`src/hdl/mef_pkg.sv`:
```
// ----------------------------------------------------------------------------
// mef_pkg: shared definitions for the motor encoder feedback tracker
// Default constants, field widths, register indexes, operation codes and the
// sequencer state type.
// ----------------------------------------------------------------------------
package mef_pkg;

  // Default values of the top-level parameters.
  localparam int unsigned COUNTS_PER_TURN_DEF = 8192;
  localparam int unsigned WARMUP_FRAMES_DEF   = 10;
  localparam int unsigned ANGLE_FRAC_BITS_DEF = 8;

  // Fixed field widths.
  localparam int unsigned CNT_W       = 32;  // total and relative counts
  localparam int unsigned ANGLE_W     = 16;  // raw rotor angle
  localparam int unsigned STEP_W      = 18;  // full corrected step, sign included
  localparam int unsigned STEP_OUT_W  = 14;
  localparam int unsigned SHAFT_OUT_W = 17;
  localparam int unsigned WARM_W      = 4;
  localparam int unsigned GEAR_W      = 8;
  localparam int unsigned ZOD_W       = 10;
  localparam int unsigned MAX_GEAR    = 255;
  localparam int unsigned DEG_PER_TURN = 360;
  localparam int unsigned HALF_TURN_DEG = 180;

  // Port widths.
  localparam int unsigned IN_TDATA_W  = 56;
  localparam int unsigned OUT_TDATA_W = 168;
  localparam int unsigned CFG_IDX_W   = 1;
  localparam int unsigned CFG_DATA_W  = 10;

  // Register indexes.
  localparam logic [CFG_IDX_W-1:0] CFG_GEAR_RATIO  = 1'b0;
  localparam logic [CFG_IDX_W-1:0] CFG_ZERO_OFFSET = 1'b1;

  // Operation codes carried in tuser.
  localparam logic OP_FRAME = 1'b0;
  localparam logic OP_CLEAR = 1'b1;

  typedef enum logic [2:0] {
    ST_IDLE,
    ST_OFF_RUN,
    ST_PREP,
    ST_LOAD,
    ST_MOD_RUN,
    ST_SHAFT_RUN,
    ST_DONE
  } state_e;

endpackage

```
`src/hdl/mef_sdiv.sv`:
```
// ----------------------------------------------------------------------------
// mef_sdiv: bit-serial unsigned divider
// Restoring division, one quotient bit per cycle.
// The quotient shifts in where the numerator shifts out.
// ----------------------------------------------------------------------------
module mef_sdiv #(
  parameter int unsigned NUM_W = 38,
  parameter int unsigned DEN_W = 21
) (
  input  logic             clk_i,
  input  logic             rst_ni,
  input  logic             start_i,
  input  logic [NUM_W-1:0] num_i,
  input  logic [DEN_W-1:0] den_i,
  output logic             busy_o,
  output logic [NUM_W-1:0] quo_o,
  output logic [DEN_W-1:0] rem_o
);

  localparam int unsigned CNT_W = $clog2(NUM_W + 1);

  logic [NUM_W-1:0] quo_q, quo_d;
  logic [DEN_W-1:0] rem_q, rem_d;
  logic [DEN_W-1:0] den_q, den_d;
  logic [CNT_W-1:0] cnt_q, cnt_d;
  logic             busy_q, busy_d;
  logic [DEN_W:0]   part;
  logic             ge;

  always_comb begin
    part   = {rem_q, quo_q[NUM_W-1]};
    ge     = (part >= {1'b0, den_q});
    quo_d  = quo_q;
    rem_d  = rem_q;
    den_d  = den_q;
    cnt_d  = cnt_q;
    busy_d = busy_q;
    if (start_i) begin
      quo_d  = num_i;
      rem_d  = '0;
      den_d  = den_i;
      cnt_d  = CNT_W'(NUM_W);
      busy_d = 1'b1;
    end else if (busy_q) begin
      // The partial remainder stays below twice the divisor, so one trial
      // subtraction settles each bit.
      rem_d  = ge ? DEN_W'(part - {1'b0, den_q}) : part[DEN_W-1:0];
      quo_d  = {quo_q[NUM_W-2:0], ge};
      cnt_d  = cnt_q - CNT_W'(1);
      busy_d = (cnt_q != CNT_W'(1));
    end
  end

  always_ff @(posedge clk_i or negedge rst_ni) begin
    if (!rst_ni) begin
      cnt_q  <= '0;
      busy_q <= 1'b0;
    end else begin
      cnt_q  <= cnt_d;
      busy_q <= busy_d;
    end
  end

  always_ff @(posedge clk_i) begin
    quo_q <= quo_d;
    rem_q <= rem_d;
    den_q <= den_d;
  end

  assign busy_o = busy_q;
  assign quo_o  = quo_q;
  assign rem_o  = rem_q;

endmodule

```
`src/hdl/motor_encoder_feedback_tracker.sv`:
```
// ----------------------------------------------------------------------------
// motor_encoder_feedback_tracker: multi-turn encoder feedback tracker
// A beat passes through the prep and load states, then two passes of the
// bit-serial divider on the shaft angle path; its result is loaded in ST_DONE.
// No new beat is taken until then, nor while the output is stalled; a zero
// offset write holds tready low from the write on until its division ends.
// Reset: counts, warm-up and offset cleared, gear ratio one; no clearing pass.
// ----------------------------------------------------------------------------
module motor_encoder_feedback_tracker
  import mef_pkg::*;
#(
  parameter int unsigned COUNTS_PER_TURN = COUNTS_PER_TURN_DEF,
  parameter int unsigned WARMUP_FRAMES   = WARMUP_FRAMES_DEF,
  parameter int unsigned ANGLE_FRAC_BITS = ANGLE_FRAC_BITS_DEF
) (
  input  logic                   clk_i,
  input  logic                   rst_ni,
  // Fields from bit 0 up: frame_byte_0 .. frame_byte_6, 8 bits each.
  input  logic [IN_TDATA_W-1:0]  s_axis_tdata,
  // Fields from bit 0 up: operation.
  input  logic [0:0]             s_axis_tuser,
  input  logic                   s_axis_tvalid,
  output logic                   s_axis_tready,
  // Fields from bit 0 up: motor speed 16, motor current 16, temperature 8,
  // step_counts 14, total_counts 32, relative_counts 32, shaft_angle_q8 17,
  // relative_angle_q8 32, one zero pad bit.
  output logic [OUT_TDATA_W-1:0] m_axis_tdata,
  output logic                   m_axis_tvalid,
  input  logic                   m_axis_tready,
  input  logic                   cfg_we_i,
  input  logic [CFG_IDX_W-1:0]   cfg_idx_i,
  input  logic [CFG_DATA_W-1:0]  cfg_data_i
);

  localparam int unsigned CPT_W     = $clog2(COUNTS_PER_TURN + 1);
  localparam int unsigned SCALE     = DEG_PER_TURN * (2 ** ANGLE_FRAC_BITS);
  localparam int unsigned HALF_PER  = HALF_TURN_DEG * (2 ** ANGLE_FRAC_BITS);
  localparam int unsigned SCALE_W   = $clog2(SCALE + 1);
  localparam int unsigned DEN_W     = $clog2(COUNTS_PER_TURN * MAX_GEAR + 1);
  localparam int unsigned MOD_NUM_W = DEN_W + SCALE_W;
  localparam int unsigned OFF_NUM_W = ZOD_W + CPT_W;
  localparam int unsigned A_W0      = (MOD_NUM_W > CNT_W) ? MOD_NUM_W : CNT_W;
  localparam int unsigned A_W       = (OFF_NUM_W > A_W0) ? OFF_NUM_W : A_W0;
  localparam int unsigned REL_NUM_W = CNT_W + SCALE_W;

  localparam logic signed [STEP_W-1:0] CPT_S  = STEP_W'(COUNTS_PER_TURN);
  localparam logic signed [STEP_W-1:0] HALF_S = STEP_W'(COUNTS_PER_TURN / 2);
  localparam logic signed [SCALE_W:0]  SCALE_S = (SCALE_W + 1)'(SCALE);
  localparam logic signed [SCALE_W:0]  HALF_PER_S = (SCALE_W + 1)'(HALF_PER);
  localparam logic [REL_NUM_W-1:0] LIM_POS = REL_NUM_W'(64'h0000_0000_7FFF_FFFF);
  localparam logic [REL_NUM_W-1:0] LIM_NEG = REL_NUM_W'(64'h0000_0000_8000_0000);

  state_e state_q, state_d;

  // Tracking state.
  logic [ANGLE_W-1:0] prev_q, prev_d;
  logic [CNT_W-1:0]   acc_q, acc_d;
  logic [CNT_W-1:0]   rel_q, rel_d;
  logic [WARM_W-1:0]  warm_q, warm_d;
  logic [GEAR_W-1:0]  gear_q;
  logic [ZOD_W-1:0]   zod_q;
  logic [CNT_W-1:0]   off_q;

  // Per-beat holding registers and output register.
  logic [15:0]            hold_speed_q, hold_current_q;
  logic [7:0]             hold_temp_q;
  logic [STEP_OUT_W-1:0]  hold_step_q;
  logic [CNT_W-1:0]       total_q;
  logic [OUT_TDATA_W-1:0] m_data_q, m_data_d;
  logic                   m_valid_q;

  // Input decode.
  logic                      in_fire, op;
  logic [ANGLE_W-1:0]        cur_angle;
  logic signed [ANGLE_W-1:0] diff;
  logic signed [STEP_W-1:0]  step0, step1, step2;
  logic [15:0]               in_speed, in_current;
  logic [7:0]                in_temp;

  // Divider operands and results.
  logic                 start_a, start_b, busy_a, busy_b;
  logic [A_W-1:0]       a_num;
  logic [DEN_W-1:0]     a_den, den;
  logic [A_W-1:0]       quo_a;
  logic [DEN_W-1:0]     rem_a;
  logic [REL_NUM_W-1:0] b_num, quo_b;
  logic [GEAR_W-1:0]    gear_eff;
  logic [ZOD_W-1:0]     zin, zmag;
  logic [OFF_NUM_W-1:0] off_num;
  logic [MOD_NUM_W-1:0] m_scaled;
  logic [CNT_W-1:0]     tmag, rmag;
  logic                 cfg_off_wr, out_load, off_load;

  // Result shaping.
  logic [SCALE_W-1:0]      r_mag;
  logic signed [SCALE_W:0] sh0, sh1, sh2;
  logic signed [31:0]      sh_ext;
  logic [CNT_W-1:0]        rang;

  assign in_fire    = s_axis_tvalid && s_axis_tready;
  assign op         = s_axis_tuser[0];
  assign cfg_off_wr = cfg_we_i && (cfg_idx_i == CFG_ZERO_OFFSET);

  // Frame bytes are big-endian; byte 0 sits in the lowest tdata bits.
  assign cur_angle  = {s_axis_tdata[7:0], s_axis_tdata[15:8]};
  assign in_speed   = {s_axis_tdata[23:16], s_axis_tdata[31:24]};
  assign in_current = {s_axis_tdata[39:32], s_axis_tdata[47:40]};
  assign in_temp    = s_axis_tdata[55:48];

  always_comb begin
    diff  = signed'(cur_angle - prev_q);
    step0 = STEP_W'(diff);
    step1 = (step0 < -HALF_S) ? step0 + CPT_S : step0;
    step2 = (step1 > HALF_S) ? step1 - CPT_S : step1;
  end

  always_comb begin
    prev_d = prev_q;
    acc_d  = acc_q;
    rel_d  = rel_q;
    warm_d = warm_q;
    if (in_fire) begin
      if (op == OP_FRAME) begin
        prev_d = cur_angle;
        acc_d  = acc_q + CNT_W'(step2);
        if (warm_q < WARM_W'(WARMUP_FRAMES)) begin
          rel_d  = '0;
          warm_d = warm_q + WARM_W'(1);
        end else begin
          rel_d = rel_q + CNT_W'(step2);
        end
      end else begin
        rel_d = '0;
      end
    end
  end

  // Operand preparation.
  always_comb begin
    gear_eff = (gear_q == '0) ? GEAR_W'(1) : gear_q;
    den      = DEN_W'(gear_eff) * DEN_W'(COUNTS_PER_TURN);
    zin      = cfg_data_i[ZOD_W-1:0];
    zmag     = zin[ZOD_W-1] ? -zin : zin;
    off_num  = OFF_NUM_W'(zmag) * OFF_NUM_W'(COUNTS_PER_TURN);
    tmag     = total_q[CNT_W-1] ? -total_q : total_q;
    rmag     = rel_q[CNT_W-1] ? -rel_q : rel_q;
    b_num    = REL_NUM_W'(rmag) * REL_NUM_W'(SCALE);
    // The remainder of |total| by the divisor gives the angle within one
    // output turn, which avoids a separate modulo on the wide quotient.
    m_scaled = MOD_NUM_W'(rem_a) * MOD_NUM_W'(SCALE);
  end

  // Sequencer.
  always_comb begin
    state_d       = state_q;
    start_a       = 1'b0;
    start_b       = 1'b0;
    a_num         = '0;
    a_den         = den;
    out_load      = 1'b0;
    off_load      = 1'b0;
    s_axis_tready = 1'b0;
    case (state_q)
      ST_IDLE: begin
        s_axis_tready = 1'b1;
        if (s_axis_tvalid) begin
          state_d = ST_PREP;
        end
      end
      ST_OFF_RUN: begin
        if (!busy_a) begin
          off_load = 1'b1;
          state_d  = ST_IDLE;
        end
      end
      ST_PREP: begin
        state_d = ST_LOAD;
      end
      ST_LOAD: begin
        start_a = 1'b1;
        start_b = 1'b1;
        a_num   = A_W'(tmag);
        state_d = ST_MOD_RUN;
      end
      ST_MOD_RUN: begin
        if (!busy_a) begin
          start_a = 1'b1;
          a_num   = A_W'(m_scaled);
          state_d = ST_SHAFT_RUN;
        end
      end
      ST_SHAFT_RUN: begin
        if (!busy_a && !busy_b) begin
          state_d = ST_DONE;
        end
      end
      ST_DONE: begin
        if (!m_valid_q || m_axis_tready) begin
          out_load = 1'b1;
          state_d  = ST_IDLE;
        end
      end
      default: begin
        state_d = ST_IDLE;
      end
    endcase
    // A zero offset written while idle or converting is turned into counts before the next beat is taken.
    if (cfg_off_wr && (state_q == ST_IDLE || state_q == ST_OFF_RUN)) begin
      start_a       = 1'b1;
      a_num         = A_W'(off_num);
      a_den         = DEN_W'(DEG_PER_TURN);
      off_load      = 1'b0;
      s_axis_tready = 1'b0;
      state_d       = ST_OFF_RUN;
    end
  end

  mef_sdiv #(
    .NUM_W(A_W),
    .DEN_W(DEN_W)
  ) u_div_shaft (
    .clk_i  (clk_i),
    .rst_ni (rst_ni),
    .start_i(start_a),
    .num_i  (a_num),
    .den_i  (a_den),
    .busy_o (busy_a),
    .quo_o  (quo_a),
    .rem_o  (rem_a)
  );

  mef_sdiv #(
    .NUM_W(REL_NUM_W),
    .DEN_W(DEN_W)
  ) u_div_rel (
    .clk_i  (clk_i),
    .rst_ni (rst_ni),
    .start_i(start_b),
    .num_i  (b_num),
    .den_i  (den),
    .busy_o (busy_b),
    .quo_o  (quo_b),
    .rem_o  ()
  );

  // Result shaping: sign, wrap into half a turn either side, saturation.
  always_comb begin
    r_mag  = quo_a[SCALE_W-1:0];
    sh0    = total_q[CNT_W-1] ? -signed'({1'b0, r_mag}) : signed'({1'b0, r_mag});
    sh1    = (sh0 < 0) ? sh0 + SCALE_S : sh0;
    sh2    = (sh1 >= HALF_PER_S) ? sh1 - SCALE_S : sh1;
    sh_ext = 32'(sh2);
    if (rel_q[CNT_W-1]) begin
      rang = (quo_b > LIM_NEG) ? 32'h8000_0000 : -quo_b[CNT_W-1:0];
    end else begin
      rang = (quo_b > LIM_POS) ? 32'h7FFF_FFFF : quo_b[CNT_W-1:0];
    end
    m_data_d = {1'b0, rang, sh_ext[SHAFT_OUT_W-1:0], rel_q, total_q,
                hold_step_q, hold_temp_q, hold_current_q, hold_speed_q};
  end

  always_ff @(posedge clk_i or negedge rst_ni) begin
    if (!rst_ni) begin
      state_q   <= ST_IDLE;
      prev_q    <= '0;
      acc_q     <= '0;
      rel_q     <= '0;
      warm_q    <= '0;
      gear_q    <= GEAR_W'(1);
      zod_q     <= '0;
      off_q     <= '0;
      m_valid_q <= 1'b0;
    end else begin
      state_q <= state_d;
      prev_q  <= prev_d;
      acc_q   <= acc_d;
      rel_q   <= rel_d;
      warm_q  <= warm_d;
      if (cfg_we_i && cfg_idx_i == CFG_GEAR_RATIO) begin
        gear_q <= cfg_data_i[GEAR_W-1:0];
      end
      if (cfg_off_wr) begin
        zod_q <= cfg_data_i[ZOD_W-1:0];
      end
      if (off_load) begin
        off_q <= zod_q[ZOD_W-1] ? -CNT_W'(quo_a) : CNT_W'(quo_a);
      end
      if (out_load) begin
        m_valid_q <= 1'b1;
      end else if (m_axis_tready) begin
        m_valid_q <= 1'b0;
      end
    end
  end

  always_ff @(posedge clk_i) begin
    if (in_fire) begin
      if (op == OP_FRAME) begin
        hold_speed_q   <= in_speed;
        hold_current_q <= in_current;
        hold_temp_q    <= in_temp;
        hold_step_q    <= step2[STEP_OUT_W-1:0];
      end else begin
        hold_speed_q   <= '0;
        hold_current_q <= '0;
        hold_temp_q    <= '0;
        hold_step_q    <= '0;
      end
    end
    if (state_q == ST_PREP) begin
      total_q <= acc_q - off_q;
    end
    if (out_load) begin
      m_data_q <= m_data_d;
    end
  end

  assign m_axis_tdata  = m_data_q;
  assign m_axis_tvalid = m_valid_q;

endmodule
```
`config.mk`:
```
export PLATFORM = sky130hd
export DESIGN_NAME = motor_encoder_feedback_tracker
export DESIGN_NICKNAME = d
export VERILOG_FILES = /design/src/hdl/mef_pkg.sv /design/src/hdl/mef_sdiv.sv /design/src/hdl/motor_encoder_feedback_tracker.sv
export SDC_FILE = /design/constraint.sdc
export NUM_CORES = 1
export LEC_CHECK = 0
export BUFFER_PORTS_ARGS = -buffer_cell sky130_fd_sc_hd__buf_2
export CORE_UTILIZATION = 55
export DETAILED_ROUTE_END_ITERATION = 7
export GPL_TIMING_DRIVEN = 0
export HOLD_SLACK_MARGIN = 0.05
export PLACE_DENSITY = 0.74
export SYNTH_ARGS = -nofsm -noshare
export SYNTH_HDL_FRONTEND = slang
export SYNTH_SLANG_ARGS = --single-unit
export TNS_END_PERCENT = 10
```
`constraint.sdc`:
```
create_clock -name clk_i -period 9.1 [get_ports clk_i]
set_input_delay 0.91 -clock clk_i [delete_from_list [all_inputs] [get_ports clk_i]]
set_output_delay 0.91 -clock clk_i [all_outputs]
set_load 0.03 [all_outputs]
```
== Word level (Yosys, flattened, before mapping) ==
Index checks and enable logic that the tools add are counted.
Storage, ports and cells
  flip-flop bits (word level): 563
  bits in latches: 0
  RAM bits: 0
  ROM bits: 0
  input port bits: 73
  output and inout bits: 170
  word-level logic and storage cells: 142
  memories: 0
Cells by class
  add/subtract/negate cells: 19
  $mul: 2
  divide/modulo/power cells: 0
  order comparisons: 9
  equal/unequal tests: 13
  shifts and indexed selects: 0
  mux-type cells: 52
  bitwise gates (word level): 2
  reductions and logical operators: 18
Operators with widths (count)
  $mux W32: 8
  $mux W38: 4
  $neg A32 Y32: 4
  $mux W49: 2
  $pmux W38 S2: 1
  $mux W18: 4
  $add A32 B32 Y32: 2
  $gt A49 B31 Y1 const B: 1
  $gt A49 B32 Y1 const B: 1
  $ge A22 B21 Y1: 2
  $mux W21: 2
  $sub A21 B21 Y21: 2
  $mul A32 B6 Y38 const B: 1
  $sub A32 B32 Y32: 1
  $mul A21 B6 Y27 const B: 1
  $mux W6: 4
  $pmux W3 S7: 1
  $add A18 B18 Y18 const B: 1
  $ge A18 B17 Y1 const B: 1
  $gt A18 B14 Y1 const B: 1
  $lt A18 B1 Y1 const B: 1
  $mux W3: 6
  $neg A17 Y18: 1
  $sub A18 B15 Y18 const B: 1
  30 further kinds: 62

== Longest topological paths before layout ==
  depth after elaboration: 8
  mapped depth: 30
  mapped depth without buffers: 30

== Hierarchy ==
A second synthesis with hierarchy kept.
Unflattened totals
  cell total of the unflattened synthesis: 3877
  area, all modules: 38762.2 sq um
Modules (own cells, without submodules)
  motor_encoder_feedback_tracker: times used 1, cells an instance 2976, area an instance 28660.0 sq um, sequential area each 10826.6 sq um
  mef_sdiv (u_div_rel): times used 1, cells an instance 441, area an instance 5205.0 sq um, sequential area each 2697.6 sq um
  mef_sdiv (u_div_shaft): times used 1, cells an instance 460, area an instance 4897.2 sq um, sequential area each 2367.3 sq um

== Least setup slack after synthesis ==
Ideal clock, no wire load.
  kind: flip-flop to flip-flop
  start: register rel_q[1]
  end: register u_div_rel.quo_q[47], in the netlist u_div_rel.quo_o[47] (data pin)
  setup time: 0.267 ns
  data arrival time: 6.710 ns
  data required time: 8.833 ns
  slack: 2.124 ns
  stages on the path, launching flop included: 26
  buffers on the path: 0
  clock period less this slack: 6.976 ns
  cell sequence: dfrtp_1 > inv_1 > nand2_1 > or4_1 > or2_2 > or3_1 > or2_1 > or3_4 > or4_4 > o21ai_0 > xnor2_1 > ha_1 > inv_1 > fa_1 > inv_1 > fa_1 > ha_1 > a21o_1 > a21o_1 > a221oi_1 > a21oi_1 > o311ai_0 > a211oi_1 > o41ai_1 > xor2_1 > o21ai_0
On the way
  longest elaborated chain between the ends: 4
Ends and longest elaborated chain
  start, declared: RTL line motor_encoder_feedback_tracker.sv:58  | logic [CNT_W-1:0] rel_q, rel_d;
  start signal, assigned: RTL line motor_encoder_feedback_tracker.sv:277  | rel_q <= rel_d;
  $neg A32 Y32: RTL line motor_encoder_feedback_tracker.sv:146  | rmag = rel_q[CNT_W-1] ? -rel_q : rel_q;
  $mux W32 *: RTL line motor_encoder_feedback_tracker.sv:146
  $mul A32 B6 Y38 *: RTL line motor_encoder_feedback_tracker.sv:147  | b_num = REL_NUM_W'(rmag) * REL_NUM_W'(SCALE);
  $mux W49 *: RTL line mef_sdiv.sv:38  | if (start_i) begin
  via u_div_rel.quo_d[47]: RTL line mef_sdiv.sv:22  | logic [NUM_W-1:0] quo_q, quo_d;
  end signal, assigned: RTL line mef_sdiv.sv:65  | quo_q <= quo_d;
  end, declared: RTL line mef_sdiv.sv:22
Mark *: on every way through the listed nets, which the timed path passes. The rest lies on a longest branch.
A chain may end at the register's enable or synchronous reset.

== Worst setup path after layout ==
  start: register rel_q[0]
  end: register u_div_rel.quo_q[47], in the netlist u_div_rel.quo_o[47] (data pin)
The elaborated chain is that of the path after synthesis.

==> flow_metrics.env <==
export IMPL_status="finished, final reports clean"
export IMPL_seqCellArea_sq_um=15000
export IMPL_cts_root_buf="clkbuf_16"
export IMPL_synthCells=3599
export IMPL_die_height_um=256
export IMPL_grt_usage=0.271
export IMPL_synth_seq_cells=542
export IMPL_yosysSeqAreaShare=0.423
export IMPL_tns_ns=0
export IMPL_syn_to_final_growth_pct=12.8
export IMPL_numCtsBuffers=60
export IMPL_fin_crit_sh=0.880
export IMPL_critPathLaunchType="flop"
export IMPL_end_kind="flop"
export IMPL_cp_data_arrival_time_ns=8.36
export IMPL_grt_pass1_wl_mm=143
export IMPL_drive_gt1_frac=0.102
export IMPL_hp_class="primary input to async pin"
export IMPL_period_minus_slack_ns=8.01
export IMPL_cts_resized_gates=0
export IMPL_antenna_cells=0
export IMPL_fmax_ghz=0.125
export IMPL_antenna_found_initial=3
export IMPL_worstSetupPathType="flop to flop"
export IMPL_synth_nets=4043
export IMPL_synth_edf_count=346
export IMPL_rows=92
export IMPL_gp_congestion=0.925
export IMPL_cts_tree="built"
export IMPL_maxSlewHeadroom=0.225
export IMPL_initial_core_util=0.560
export IMPL_tightest_slew_ns=1.15
export IMPL_die_w_um=256
export IMPL_ys_flop_type="edfxtp_1"
export IMPL_firstDrtPassIters=7
export IMPL_crit_fanout=5
export IMPL_synth_warnings=0
export IMPL_cap_violations=0
export IMPL_multi_input_area_sq_um=18700
export IMPL_grt_overflow_total=0
export IMPL_hold_violations=0
export IMPL_io_pins=243
export IMPL_vias=27800
export IMPL_fillers=5225
export IMPL_async_flop_share=0.264
export IMPL_clk_pin_slew_ns=0.06
export IMPL_synth_distinct_cells=85
export IMPL_postRouteAntennaNets=0
export IMPL_cts_htree_levels=2
export IMPL_cts_num_sinks=542
export IMPL_avgRoutedWirePerCell_um=18.7
export IMPL_route_detailed_drc=0
export IMPL_synth_area_per_cell_sq_um=9.87
export IMPL_drt_initial_drc_count=2119
export IMPL_post_cts_buffers=0
export IMPL_rsz0062_at_grt="false"
export IMPL_clk_latency_ns=0.64
export IMPL_r2r_cells=25
export IMPL_grt_pass1_vias=26800
export IMPL_core_area_sq_um=63400
export IMPL_cts_hold_fix_buffers=0
export IMPL_fin_nets=4352
export IMPL_slew_violations=0
export IMPL_io_buffers=241
export IMPL_skew_ns=0.0268
export IMPL_post_dp_hpwl_mm=68.8
export IMPL_routed_wl_mm=89.9
export IMPL_viasPerCell=5.78
export IMPL_grt_max_degree=88
export IMPL_setup_viol=0
export IMPL_die_area_sq_um=65600
export IMPL_hold_worst_slack_ns=0.242
export IMPL_synth_area_sq_um=35500
export IMPL_clock_path_buffers=3
export IMPL_cp_required_ns=9.46
==> stage by stage <==
step / cell area [sq um] / std cells / setup WS, ns / util
global route: 40100 / 4806 / 0.587 / 0.632
detailed placement: 37900 / 4692 / 0.843 / 0.598
global placement: 37800 / 4686 / 0.868 / 0.596
CTS: 40100 / 4806 / 1.07 / 0.632
finish: 40100 / 4806 / 1.09 / 0.632
floorplan: 35500 / 3599 / 2.12 / -
==> flip-flops by register name, summed over array words and instances (netlist names), 9 cells and up <==
signal             flops
u_div_shaft.den_q      9
hold_current_q        16
total_q               32
hold_step_q           14
off_q                 32
u_div_shaft.rem_o     21
u_div_shaft.quo_o     38
prev_q                16
m_axis_tdata         167
acc_q                 32
rel_q                 32
u_div_rel.quo_o       49
u_div_rel.rem_o       21
hold_speed_q          16
==> synth_stat cells, types with 59 or more instances <==
master | number | area [sq um]
clkbuf_1 | 116 | 435
xnor2_1 | 149 | 1310
inv_1 | 334 | 1250
nor2_1 | 194 | 728
xor2_1 | 129 | 1130
nor2b_1 | 77 | 482
nand2_1 | 354 | 1330
ha_1 | 272 | 3400
nor3_1 | 59 | 295
a21oi_1 | 186 | 931
o21ai_0 | 315 | 1580
dfrtp_1 | 142 | 3550
edfxtp_1 | 346 | 10400
nand3_1 | 91 | 455
a21o_1 | 94 | 706
fa_1 | 99 | 1980
==> per-layer routing <==
| metal | part of all wire | up-vias | global-route usage |
|---|---|---|---|
| li1 | - | 13400 | - |
| met1 | 0.43 | 13300 | 0.361 |
| met2 | 0.47 | 942 | 0.448 |
| met3 | 0.073 | 178 | 0.0463 |
| met4 | 0.031 | 4 | 0.0878 |
| met5 | 0.00024 | - | 0 |
==> cells by family after synthesis <==
group	synth area share
and+or+nand+nor	0.138
AOI/OAI and AO/OA	0.153
DFF	0.423
buffers and inverters	0.0496
adders and majority gates	0.152
xor gates and xnor gates	0.0685
muxes	0.0158
other	0.000106
==> worst max-delay path: stages, from the launching register on <==
cell and delay [ns]:
dfrtp_1 0.51, inv_1 0.25, nand2_1 0.11, or4_1 0.44, or2_2 0.34, or3_1 0.38
or2_1 0.26, or3_4 0.38, or4_4 0.43, o21ai_0 0.21, xnor2_1 0.19, ha_1 0.27
inv_1 0.13, fa_1 0.43, inv_1 0.08, fa_1 0.42, ha_1 0.37, a21o_1 0.20
a21o_1 0.19, a221oi_1 0.36, a21oi_1 0.14, o311ai_0 0.71, a211oi_1 0.24, o41ai_1 0.42
xor2_1 0.20, o21ai_0 0.09
==> worst paths after layout <==
| path | slack, ns | endpoint | startpoint |
|---|---|---|---|
| setup / recovery | 1.09 | u_div_rel.quo_o[47]$_DFFE_PP_ | rel_q[0]$_DFFE_PN0P_ |
| hold / removal | 0.24 | m_axis_tvalid$_DFFE_PN0P_ | rst_ni |
| setup reg to reg | 1.09 | u_div_rel.quo_o[47]$_DFFE_PP_ | rel_q[0]$_DFFE_PN0P_ |
| hold reg to reg | 0.41 | m_axis_tdata[43]$_DFFE_PP_ | hold_step_q[3]$_SDFFCE_PP0P_ |
| max in group asynchronous | 7.93 | rel_q[18]$_DFFE_PN0P_ | rst_ni |
| min in group clk_i | 0.41 | m_axis_tdata[43]$_DFFE_PP_ | hold_step_q[3]$_SDFFCE_PP0P_ |
==> cell usage in the layout, fill, tap and decap left out, types with 94 or more instances in the layout <==
cell type,count
xnor2_1,149
xor2_1,129
dfrtp_1,142
nand2_1,354
buf_2,242
fa_1,99
nor2_1,194
a21o_1,94
inv_1,332
clkbuf_1,121
a21oi_1,186
edfxtp_1,346
o21ai_0,315
ha_1,272
==> area by class of cell <==
type,count,share of cell area
buffer,130,0.0123
clock buffer,74,0.0413
clock inverter,40,0.0117
inverter,338,0.0317
multi-input combinational,2589,0.468
sequential,542,0.375
tap,846,0.0264
timing repair buffer,247,0.0334
Power is left out: the tool's default activity adds up to more than one toggle a clock period on the data nets, which glitch-free logic cannot reach.
